===== src/rtl/encoder_angle_sector_tracker_defines.svh =====
// Assertion macros shared by the tracker RTL.
// Define NO_ASSERTIONS to compile them out.
`ifndef ENCODER_ANGLE_SECTOR_TRACKER_DEFINES_SVH
`define ENCODER_ANGLE_SECTOR_TRACKER_DEFINES_SVH

`ifndef NO_ASSERTIONS

// same-cycle implication, checked out of reset
`define EAST_CHECK_IMPL(lbl, ante, cons, msg) \
  lbl: assert property (@(posedge clk) disable iff (!rst_n) (ante) |-> (cons)) \
    else $error(msg);

// next-cycle implication, checked out of reset
`define EAST_CHECK_NEXT(lbl, ante, cons, msg) \
  lbl: assert property (@(posedge clk) disable iff (!rst_n) (ante) |=> (cons)) \
    else $error(msg);

`else

`define EAST_CHECK_IMPL(lbl, ante, cons, msg)
`define EAST_CHECK_NEXT(lbl, ante, cons, msg)

`endif

`endif


===== src/rtl/east_pkg.sv =====
`timescale 1ns / 1ps

package east_pkg;

  // field widths
  localparam int CNT_W = 16;
  localparam int TOT_W = 32;
  localparam int ANG_W = 16;
  localparam int IDX_W = 6;
  localparam int QRY_W = 8;
  localparam int TOL_W = 16;

  localparam int IN_DATA_W  = 32;  // 25 bits used
  localparam int OUT_DATA_W = 56;  // 55 bits used

  localparam int REV_COUNTS = 4000;
  localparam int RAIL_COUNT = 6;

  localparam int FULL_CDEG   = 36000;
  localparam int HALF_CDEG   = FULL_CDEG / 2;
  localparam int SECTOR_CDEG = FULL_CDEG / RAIL_COUNT;

  // residue of the total modulo one revolution
  localparam int RES_W = $clog2(REV_COUNTS);
  localparam int SUM_W = RES_W + 2;

  // 2^32 mod CPR: residue shift when the 32-bit total wraps
  localparam longint TWO_POW_TOT = longint'(1) << TOT_W;
  localparam longint WRAP_RES    = TWO_POW_TOT % REV_COUNTS;
  localparam longint ADJ_POS     = (REV_COUNTS - WRAP_RES) % REV_COUNTS;
  localparam longint ADJ_NEG     = WRAP_RES;

  // delta mod CPR: offset delta to non-negative, reciprocal multiply
  localparam int X_W       = 18;
  localparam int DLT_OFF   = ((32768 + REV_COUNTS - 1) / REV_COUNTS) * REV_COUNTS;
  localparam int DM_RECIP  = (1 << X_W) / REV_COUNTS;

  // angle = floor(res * FULL / CPR) via ceil reciprocal, 32 fraction bits
  localparam int ANG_FRAC = 32;
  localparam int ANG_K_W  = 48;
  localparam logic [ANG_K_W-1:0] ANG_K =
    ANG_K_W'(((longint'(FULL_CDEG) << ANG_FRAC) + REV_COUNTS - 1) / REV_COUNTS);

  // per-item sideband carried along the front of the pipe
  typedef struct packed {
    logic signed [CNT_W-1:0] delta;
    logic                    zero;
    logic                    qvalid;
    logic [ANG_W-1:0]        target;
  } side_t;

endpackage


===== src/rtl/east_delta_mod.sv =====
`timescale 1ns / 1ps

// Two-stage reduction of a signed 16-bit delta modulo REV_COUNTS.
module east_delta_mod import east_pkg::*; (
  input  logic             clk,
  input  logic             rst_n,
  input  logic             en,
  input  logic             in_valid,
  input  side_t            in_side,
  output logic             out_valid,
  output logic [RES_W-1:0] out_dm,
  output side_t            out_side
);

  logic             b_v_r;
  logic [X_W-1:0]   b_x_r;
  logic [X_W-1:0]   b_q_r;
  side_t            b_side_r;

  logic [X_W-1:0]   x_nxt;
  logic [2*X_W-1:0] q_prod;
  logic [X_W-1:0]   qc;
  logic [X_W-1:0]   r_raw;
  logic [X_W-1:0]   r_fix;

  // offset by a multiple of CPR so the dividend is non-negative
  assign x_nxt  = {{(X_W-CNT_W){in_side.delta[CNT_W-1]}}, in_side.delta} + X_W'(DLT_OFF);
  assign q_prod = x_nxt * X_W'(DM_RECIP);

  always_ff @(posedge clk) begin
    if (!rst_n) begin
      b_v_r <= 1'b0;
    end else if (en) begin
      b_v_r <= in_valid;
    end
  end

  always_ff @(posedge clk) begin
    if (en) begin
      b_x_r    <= x_nxt;
      b_q_r    <= q_prod[X_W +: X_W];
      b_side_r <= in_side;
    end
  end

  // quotient estimate is exact or one low
  assign qc    = X_W'(b_q_r * X_W'(REV_COUNTS));
  assign r_raw = b_x_r - qc;
  assign r_fix = (r_raw >= X_W'(REV_COUNTS)) ? r_raw - X_W'(REV_COUNTS) : r_raw;

  always_ff @(posedge clk) begin
    if (!rst_n) begin
      out_valid <= 1'b0;
    end else if (en) begin
      out_valid <= b_v_r;
    end
  end

  always_ff @(posedge clk) begin
    if (en) begin
      out_dm   <= RES_W'(r_fix);
      out_side <= b_side_r;
    end
  end

endmodule


===== src/rtl/encoder_angle_sector_tracker.sv =====
`timescale 1ns / 1ps
// A result passes stages A to F and the output register before it shows on out_tvalid.
// Throughput: one request per cycle; the output register plus a one-entry skid
// stage keep in_tready high until two results wait; then the whole pipe holds.
// Reset (rst_n low, synchronous): clears pipe valids, counter reference, total,
// residue and tolerance; no memories, so no clearing pass.
`include "encoder_angle_sector_tracker_defines.svh"

module encoder_angle_sector_tracker import east_pkg::*; (
  input  logic                  clk,
  input  logic                  rst_n,
  // in_tdata: [15:0] raw_count, [16] zero_request, [24:17] rail_query, rest zero
  input  logic                  in_tvalid,
  output logic                  in_tready,
  input  logic [IN_DATA_W-1:0]  in_tdata,
  // out_tdata: [31:0] total_counts, [47:32] angle, [53:48] rail_index,
  //            [54] rail_aligned, [55] zero
  output logic                  out_tvalid,
  input  logic                  out_tready,
  output logic [OUT_DATA_W-1:0] out_tdata,
  // tolerance register write
  input  logic                  cfg_we,
  input  logic [TOL_W-1:0]      cfg_wdata
);

  typedef struct packed {
    logic             aligned;
    logic [IDX_W-1:0] idx;
    logic [ANG_W-1:0] angle;
    logic [TOT_W-1:0] total;
  } result_t;

  // pipe advances whenever the skid entry is free
  logic pipe_en;
  logic accept;
  logic skid_v_r;

  logic [TOL_W-1:0] tol_r;

  // input fields
  logic [CNT_W-1:0] in_raw;
  logic             in_zero;
  logic [QRY_W-1:0] in_query;

  assign in_raw   = in_tdata[CNT_W-1:0];
  assign in_zero  = in_tdata[CNT_W];
  assign in_query = in_tdata[CNT_W+1 +: QRY_W];

  // ---------------------------------------------------------------------------
  // Stage A: counter difference against the stored reference, rail target
  // ---------------------------------------------------------------------------
  logic [CNT_W-1:0] last_raw_r;
  logic             a_v_r;
  side_t            a_side_r;
  side_t            a_side_nxt;

  assign pipe_en   = !skid_v_r;
  assign in_tready = pipe_en;
  assign accept    = in_tvalid && pipe_en;

  always_comb begin
    a_side_nxt.delta  = CNT_W'(in_raw - last_raw_r);  // wraps mod 2^16
    a_side_nxt.zero   = in_zero;
    a_side_nxt.qvalid = in_query < QRY_W'(RAIL_COUNT);
    a_side_nxt.target = ANG_W'(int'(in_query) * SECTOR_CDEG);
  end

  always_ff @(posedge clk) begin
    if (!rst_n) begin
      last_raw_r <= '0;
      a_v_r      <= 1'b0;
    end else if (pipe_en) begin
      a_v_r <= accept;
      if (accept) begin
        last_raw_r <= in_raw;
      end
    end
  end

  always_ff @(posedge clk) begin
    if (pipe_en) begin
      a_side_r <= a_side_nxt;
    end
  end

  // ---------------------------------------------------------------------------
  // Stages B, C: delta modulo one revolution
  // ---------------------------------------------------------------------------
  logic             c_v;
  logic [RES_W-1:0] c_dm;
  side_t            c_side;

  east_delta_mod u_delta_mod (
    .clk       (clk),
    .rst_n     (rst_n),
    .en        (pipe_en),
    .in_valid  (a_v_r),
    .in_side   (a_side_r),
    .out_valid (c_v),
    .out_dm    (c_dm),
    .out_side  (c_side)
  );

  // ---------------------------------------------------------------------------
  // Stage D: running total and its residue mod CPR, updated together.
  // The residue tracks the signed total; a 32-bit wrap shifts it by 2^32 mod CPR.
  // ---------------------------------------------------------------------------
  logic [TOT_W-1:0] total_r;
  logic [RES_W-1:0] res_r;
  logic             d_v_r;
  logic             d_qvalid_r;
  logic [ANG_W-1:0] d_target_r;

  logic [TOT_W-1:0] dext;
  logic [TOT_W-1:0] tsum;
  logic             pos_ovf;
  logic             neg_ovf;
  logic [SUM_W-1:0] rsum;
  logic [SUM_W-1:0] rred;

  assign dext    = {{(TOT_W-CNT_W){c_side.delta[CNT_W-1]}}, c_side.delta};
  assign tsum    = total_r + dext;
  assign pos_ovf = !total_r[TOT_W-1] && !dext[TOT_W-1] &&  tsum[TOT_W-1];
  assign neg_ovf =  total_r[TOT_W-1] &&  dext[TOT_W-1] && !tsum[TOT_W-1];

  always_comb begin
    rsum = SUM_W'(res_r) + SUM_W'(c_dm);
    if (pos_ovf) begin
      rsum = rsum + SUM_W'(ADJ_POS);
    end else if (neg_ovf) begin
      rsum = rsum + SUM_W'(ADJ_NEG);
    end
    // rsum < 3*CPR
    if (rsum >= SUM_W'(2 * REV_COUNTS)) begin
      rred = rsum - SUM_W'(2 * REV_COUNTS);
    end else if (rsum >= SUM_W'(REV_COUNTS)) begin
      rred = rsum - SUM_W'(REV_COUNTS);
    end else begin
      rred = rsum;
    end
  end

  always_ff @(posedge clk) begin
    if (!rst_n) begin
      total_r <= '0;
      res_r   <= '0;
      d_v_r   <= 1'b0;
    end else if (pipe_en) begin
      d_v_r <= c_v;
      if (c_v) begin
        if (c_side.zero) begin
          total_r <= '0;
          res_r   <= '0;
        end else begin
          total_r <= tsum;
          res_r   <= RES_W'(rred);
        end
      end
    end
  end

  always_ff @(posedge clk) begin
    if (pipe_en) begin
      d_qvalid_r <= c_side.qvalid;
      d_target_r <= c_side.target;
    end
  end

  // ---------------------------------------------------------------------------
  // Stage E: residue to centidegrees, one constant-reciprocal multiply.
  // total_r/res_r hold the item sitting in stage D.
  // ---------------------------------------------------------------------------
  logic                     e_v_r;
  logic [TOT_W-1:0]         e_total_r;
  logic [ANG_W-1:0]         e_angle_r;
  logic                     e_qvalid_r;
  logic [ANG_W-1:0]         e_target_r;
  logic [RES_W+ANG_K_W-1:0] ang_prod;

  assign ang_prod = (RES_W+ANG_K_W)'(res_r) * (RES_W+ANG_K_W)'(ANG_K);

  always_ff @(posedge clk) begin
    if (!rst_n) begin
      e_v_r <= 1'b0;
    end else if (pipe_en) begin
      e_v_r <= d_v_r;
    end
  end

  always_ff @(posedge clk) begin
    if (pipe_en) begin
      e_total_r  <= total_r;
      e_angle_r  <= ang_prod[ANG_FRAC +: ANG_W];
      e_qvalid_r <= d_qvalid_r;
      e_target_r <= d_target_r;
    end
  end

  // ---------------------------------------------------------------------------
  // Stage F: sector by parallel compares against the sector edges,
  // plain distance to the queried rail
  // ---------------------------------------------------------------------------
  logic             f_v_r;
  logic [TOT_W-1:0] f_total_r;
  logic [ANG_W-1:0] f_angle_r;
  logic [IDX_W-1:0] f_idx_r;
  logic [ANG_W-1:0] f_diff_r;
  logic             f_qvalid_r;
  logic [IDX_W-1:0] idx_nxt;
  logic [ANG_W-1:0] diff_nxt;

  always_comb begin
    idx_nxt = '0;
    for (int k = 1; k <= RAIL_COUNT; k++) begin
      if (e_angle_r >= ANG_W'(k * SECTOR_CDEG)) begin
        idx_nxt = idx_nxt + IDX_W'(1);
      end
    end
  end

  assign diff_nxt = (e_angle_r >= e_target_r) ? e_angle_r - e_target_r
                                              : e_target_r - e_angle_r;

  always_ff @(posedge clk) begin
    if (!rst_n) begin
      f_v_r <= 1'b0;
    end else if (pipe_en) begin
      f_v_r <= e_v_r;
    end
  end

  always_ff @(posedge clk) begin
    if (pipe_en) begin
      f_total_r  <= e_total_r;
      f_angle_r  <= e_angle_r;
      f_idx_r    <= idx_nxt;
      f_diff_r   <= diff_nxt;
      f_qvalid_r <= e_qvalid_r;
    end
  end

  // ---------------------------------------------------------------------------
  // Output: circular fold, tolerance check, output register + skid entry
  // ---------------------------------------------------------------------------
  logic [ANG_W-1:0] fold;
  result_t          new_res;
  result_t          out_q;
  result_t          skid_q;
  logic             out_v_r;

  assign fold = (f_diff_r > ANG_W'(HALF_CDEG)) ? ANG_W'(FULL_CDEG) - f_diff_r : f_diff_r;

  always_comb begin
    new_res.total   = f_total_r;
    new_res.angle   = f_angle_r;
    new_res.idx     = f_idx_r;
    new_res.aligned = f_qvalid_r && (fold <= tol_r);
  end

  always_ff @(posedge clk) begin
    if (!rst_n) begin
      out_v_r  <= 1'b0;
      skid_v_r <= 1'b0;
    end else if (skid_v_r) begin
      if (out_tready) begin
        out_v_r  <= 1'b1;
        skid_v_r <= 1'b0;
      end
    end else if (!out_v_r || out_tready) begin
      out_v_r <= f_v_r;
    end else if (f_v_r) begin
      skid_v_r <= 1'b1;
    end
  end

  always_ff @(posedge clk) begin
    if (skid_v_r) begin
      if (out_tready) begin
        out_q <= skid_q;
      end
    end else if (!out_v_r || out_tready) begin
      out_q <= new_res;
    end else begin
      skid_q <= new_res;
    end
  end

  assign out_tvalid = out_v_r;
  assign out_tdata  = {1'b0, out_q};

  // tolerance register
  always_ff @(posedge clk) begin
    if (!rst_n) begin
      tol_r <= '0;
    end else if (cfg_we) begin
      tol_r <= cfg_wdata;
    end
  end

  // ---------------------------------------------------------------------------
  // Checks
  // ---------------------------------------------------------------------------
  `EAST_CHECK_IMPL(a_skid_needs_out, skid_v_r, out_v_r, "skid entry held with no pending output")
  `EAST_CHECK_IMPL(a_res_range, 1'b1, (RES_W+1)'(res_r) < (RES_W+1)'(REV_COUNTS), "bad residue")
  `EAST_CHECK_NEXT(a_zero_clears, pipe_en && c_v && c_side.zero, ~|total_r && ~|res_r, "no clear")
  `EAST_CHECK_IMPL(a_angle_range, out_v_r, out_q.angle < ANG_W'(FULL_CDEG), "angle too big")
  `EAST_CHECK_IMPL(a_idx_range, out_v_r, out_q.idx <= IDX_W'(RAIL_COUNT), "sector too big")

endmodule

===== config.mk =====
export PLATFORM = sky130hd
export DESIGN_NAME = encoder_angle_sector_tracker
export DESIGN_NICKNAME = d
export VERILOG_FILES = /design/src/rtl/east_pkg.sv /design/src/rtl/east_delta_mod.sv /design/src/rtl/encoder_angle_sector_tracker.sv
export VERILOG_INCLUDE_DIRS = /design/src /design/src/rtl
export SDC_FILE = /design/constraint.sdc
export NUM_CORES = 1
export LEC_CHECK = 0
export BUFFER_PORTS_ARGS = -buffer_cell sky130_fd_sc_hd__buf_2
export CORE_MARGIN = 10
export CORE_UTILIZATION = 45
export CTS_BUF_LIST = sky130_fd_sc_hd__clkbuf_16
export DETAILED_ROUTE_END_ITERATION = 12
export HOLD_SLACK_MARGIN = 0.06
export PLACE_DENSITY = 0.58
export SETUP_SLACK_MARGIN = 0.2
export SLEW_MARGIN = 20
export SYNTH_ARGS = -nofsm -noshare
export SYNTH_HDL_FRONTEND = slang
export SYNTH_SLANG_ARGS = --single-unit

===== constraint.sdc =====
create_clock -name clk -period 22.1 [get_ports clk]
set_clock_uncertainty 0.1 [all_clocks]
set_input_delay 3.315 -clock clk [delete_from_list [all_inputs] [get_ports clk]]
set_output_delay 3.315 -clock clk [all_outputs]
set_load 0.01 [all_outputs]

==> results.py <==
metrics = {
    "power": {
        "p_leak_nw": 12.0,
        "powerDensity_mw_per_mm2": 151,
        "peakVddDrop_mv": 0.237,
    },
    "synthesis": {
        "synth-adder-area-share_pct": 14.8,
        "synthSimpleGateAreaFrac_pct": 8.76,
        "ys.flop_type": "edfxtp_1",
        "synth_top_family_by_area": "adder cells",
        "ys_types": 85,
        "seq_area_frac_synth_pct": 51.8,
        "syn_area_mm2": 0.0247,
        "synth-compound-area-share_pct": 12.0,
        "netlist_top_cells_area": "edfxtp_1 45%, ha_1 12%, dfxtp_1 6.8%",
        "yosysTopAreaCellShare_pct": 44.9,
        "synth.most_common_cell": "edfxtp_1",
        "synth_xor_area_share_pct": 4.66,
        "yosysWarnings": 0,
        "synth_common_cells": "369 x edfxtp_1, 228 x ha_1, 193 x inv_1",
        "syn_inst": 2064,
        "synth_area_per_cell_um2": 11.9,
        "ys_ff_latch": 453,
        "synth_top_area_cell": "edfxtp_1",
        "synthMuxAreaShare_pct": 4.21,
        "synthArstFlopShare_pct": 0,
        "synth-edff-count": 369,
    },
    "global_routing": {
        "overflow": 0,
        "grt_pass1_wl_um": 78400,
        "grt_usage_pct": 14.8,
        "grt_max_degree": 85,
        "grt_pass1_vias": 15400,
        "antenna_found_initial": 0,
    },
    "clock_tree": {
        "path_clk_slew_ns": 0.06,
        "cts_hold_buffers": 0,
        "clock_path_buffers": 3,
        "cts_tree": "yes",
        "cts_sinks": 453,
        "cts-root-buf": "clkbuf_16",
        "cts_resized": 0,
        "post_cts_buffers": 0,
        "clk_latency_ns": 0.58,
        "numCtsBuffers": 48,
        "htreeDepth": 2,
    },
    "floorplan": {
        "core-area_mm2": 0.0540,
        "dieWidth_um": 254,
        "floorplan.rows": 85,
        "die-area_mm2": 0.0645,
        "ios": 111,
        "initial_core_util_pct": 45.6,
        "die_h_um": 254,
    },
    "critical_path": {
        "critical_path_class": "in -> reg",
        "crit_arrival_ns": 6.70,
        "worstSetupStartpointType": "input port",
        "critPathMaxStageDelay_ns": 0.57,
        "cp.required_ns": 22.32,
        "critPathLaunch": "in_tdata[22]",
        "r2r-start": "u_delta_mod.b_q_r[0]$_DFFE_PN_",
        "slowest_stage": "fa_1",
        "cpMostUsedCell": "fa_1",
        "cp-end-kind": "register",
        "path_max_fanout": 5,
        "worstPathCellList": "buf_2, fa_1, inv_1, fa_1, fa_1, inv_1, fa_1, ha_1, a21oi_1, nor2_1, o21ai_0, nand2b_1, a21oi_1, xnor2_1",
    },
    "detailed_routing": {
        "ant_nets": 0,
        "drtIter0Drc": 743,
        "avgViaCountPerCell": 5.24,
        "drc": 0,
        "first_pass_iters": 5,
        "vias": 15300,
        "wl_um": 47200,
        "wl_per_cell_um": 16.2,
    },
    "placed_design": {
        "placed_area_mm2": 0.0259,
        "gp_congestion": 0.850,
        "port_buffers": 102,
        "dp_hpwl_um": 34300,
    },
    "sta": {
        "grt_setup_unrepaired": "no",
        "finalSetupTns_ns": 0,
        "finalCritPeriodShare_pct": 29.3,
        "hold_viol_final": 0,
        "setup_violations": 0,
        "period_minus_slack_ns": 6.48,
        "worst_pin_slew_ns": 1.01,
        "final_max_slew_viol_count": 0,
        "maxSlewHeadroom_pct": 32.7,
        "fmax_mhz": 154,
    },
    "final_layout": {
        "diodes": 0,
        "drive_above_1_share_pct": 11.8,
        "final_area_mm2": 0.0275,
        "nNetsFinal": 2499,
        "area_delta_synth_final_pct": 11.4,
    },
    "min_path": {
        "hp-class": "reg -> reg",
        "min_from": "e_total_r[25]$_DFFE_PN_",
    },
    "run_status": {
        "outcome": "finished, final reports clean",
    },
    "job": {
        "cap_violations": 0,
    },
}
## routing by layer
metal  part of all wire [%]  GRT usage, %  vias up
met2                     46          24.4      230
met1                     48          19.9     7270
li1                       -             -     7698
met4                    1.8          3.75        0
met5                      0             0        -
met3                    4.0          2.55       57
## worst max-delay path: cells and delay by family
kind | cells | cell delay, ns
buffers and inverters | 3 | 0.27
adders and majority gates | 5 | 2.43
AOI/OAI and AO/OA | 3 | 0.47
and+or+nand+nor | 2 | 0.14
xor gates and xnor gates | 1 | 0.08
## path summary, 6_finish.rpt
check,to,slack [ns],depth (start not counted)
max,a_side_r[15]$_DFFE_PN_,15.62,14
min,f_total_r[25]$_DFFE_PN_,0.31,0
min reg2reg,f_total_r[25]$_DFFE_PN_,0.31,0
max reg2reg,u_delta_mod.out_dm[7]$_DFFE_PN_,16.16,21
## stage by stage
| step | worst slack (ns) | cells | power [mW] | util [%] | hold WS, ns |
|---|---|---|---|---|---|
| finish | 15.62 | 2913 | 4.14 | 50.8 | 0.311 |
| global route | 15.45 | 2913 | 4.55 | 50.8 | 0.317 |
| CTS | 15.64 | 2913 | 4.19 | 50.8 | 0.316 |
| detailed placement | 15.01 | 2824 | 3.39 | 48.0 | 0.305 |
| global placement | 15.03 | 2824 | 3.34 | 48.0 | 0.301 |
| floorplan | 13.25 | 2066 | 2.97 | - | 0.300 |
## final cells by class
class                   count  area, um2
flip-flops and latches    453      12800
multi-input cells        1370      11000
well taps                 696        871
inverters                 193        732
clock inverters            40        293
fillers                  4722      26600
repair buffers            112        586
clock buffers              49       1230
## where the power goes
group	switching, mW	total [mW]	leakage (nW)	internal, mW
combinational	1.21	2.20	6.41	0.991
clock	0.321	0.770	0.785	0.449
sequential	0.0719	1.17	4.79	1.10
total	1.60	4.14	12.0	2.53
## kinds of logic (layout without fill, tap and decap cells)
logic type	count (synthesis)	after routing
DFF	453	453
and+or+nand+nor	438	438
AOI/OAI and AO/OA	436	436
adders and majority gates	268	268
buffers and inverters	243	394
xor gates and xnor gates	129	129
muxes	96	96
other	1	3
## flip-flops by register name, summed over array words and instances, names as in the netlist, 6 cells and up
name,flops
u_delta_mod.b_x_r,12
u_delta_mod.b_side_r,30
u_delta_mod.b_q_r,6
e_angle_r,16
last_raw_r,16
e_target_r,12
tol_r,16
res_r,12
d_target_r,12
u_delta_mod.out_dm,7
f_angle_r,16
u_delta_mod.out_side,30
e_total_r,32
out_tdata,55
skid_q,55
f_diff_r,15
total_r,32
f_total_r,32
a_side_r,30
f_idx_r,6
## layout by cell type (no fill, tap or decap), drive strengths merged, types with 34 or more instances in the layout
master,count
edfxtp,369
ha,228
inv,210
nand2,134
buf,112
a21oi,103
nor2,93
xnor2,90
dfxtp,84
o21ai,74
nor2b,66
mux2,62
clkbuf,49
a21o,43
fa,40
a21boi,39
xor2,39
mux2i,34
No activity file was read; power rests on OpenSTA's default activity.
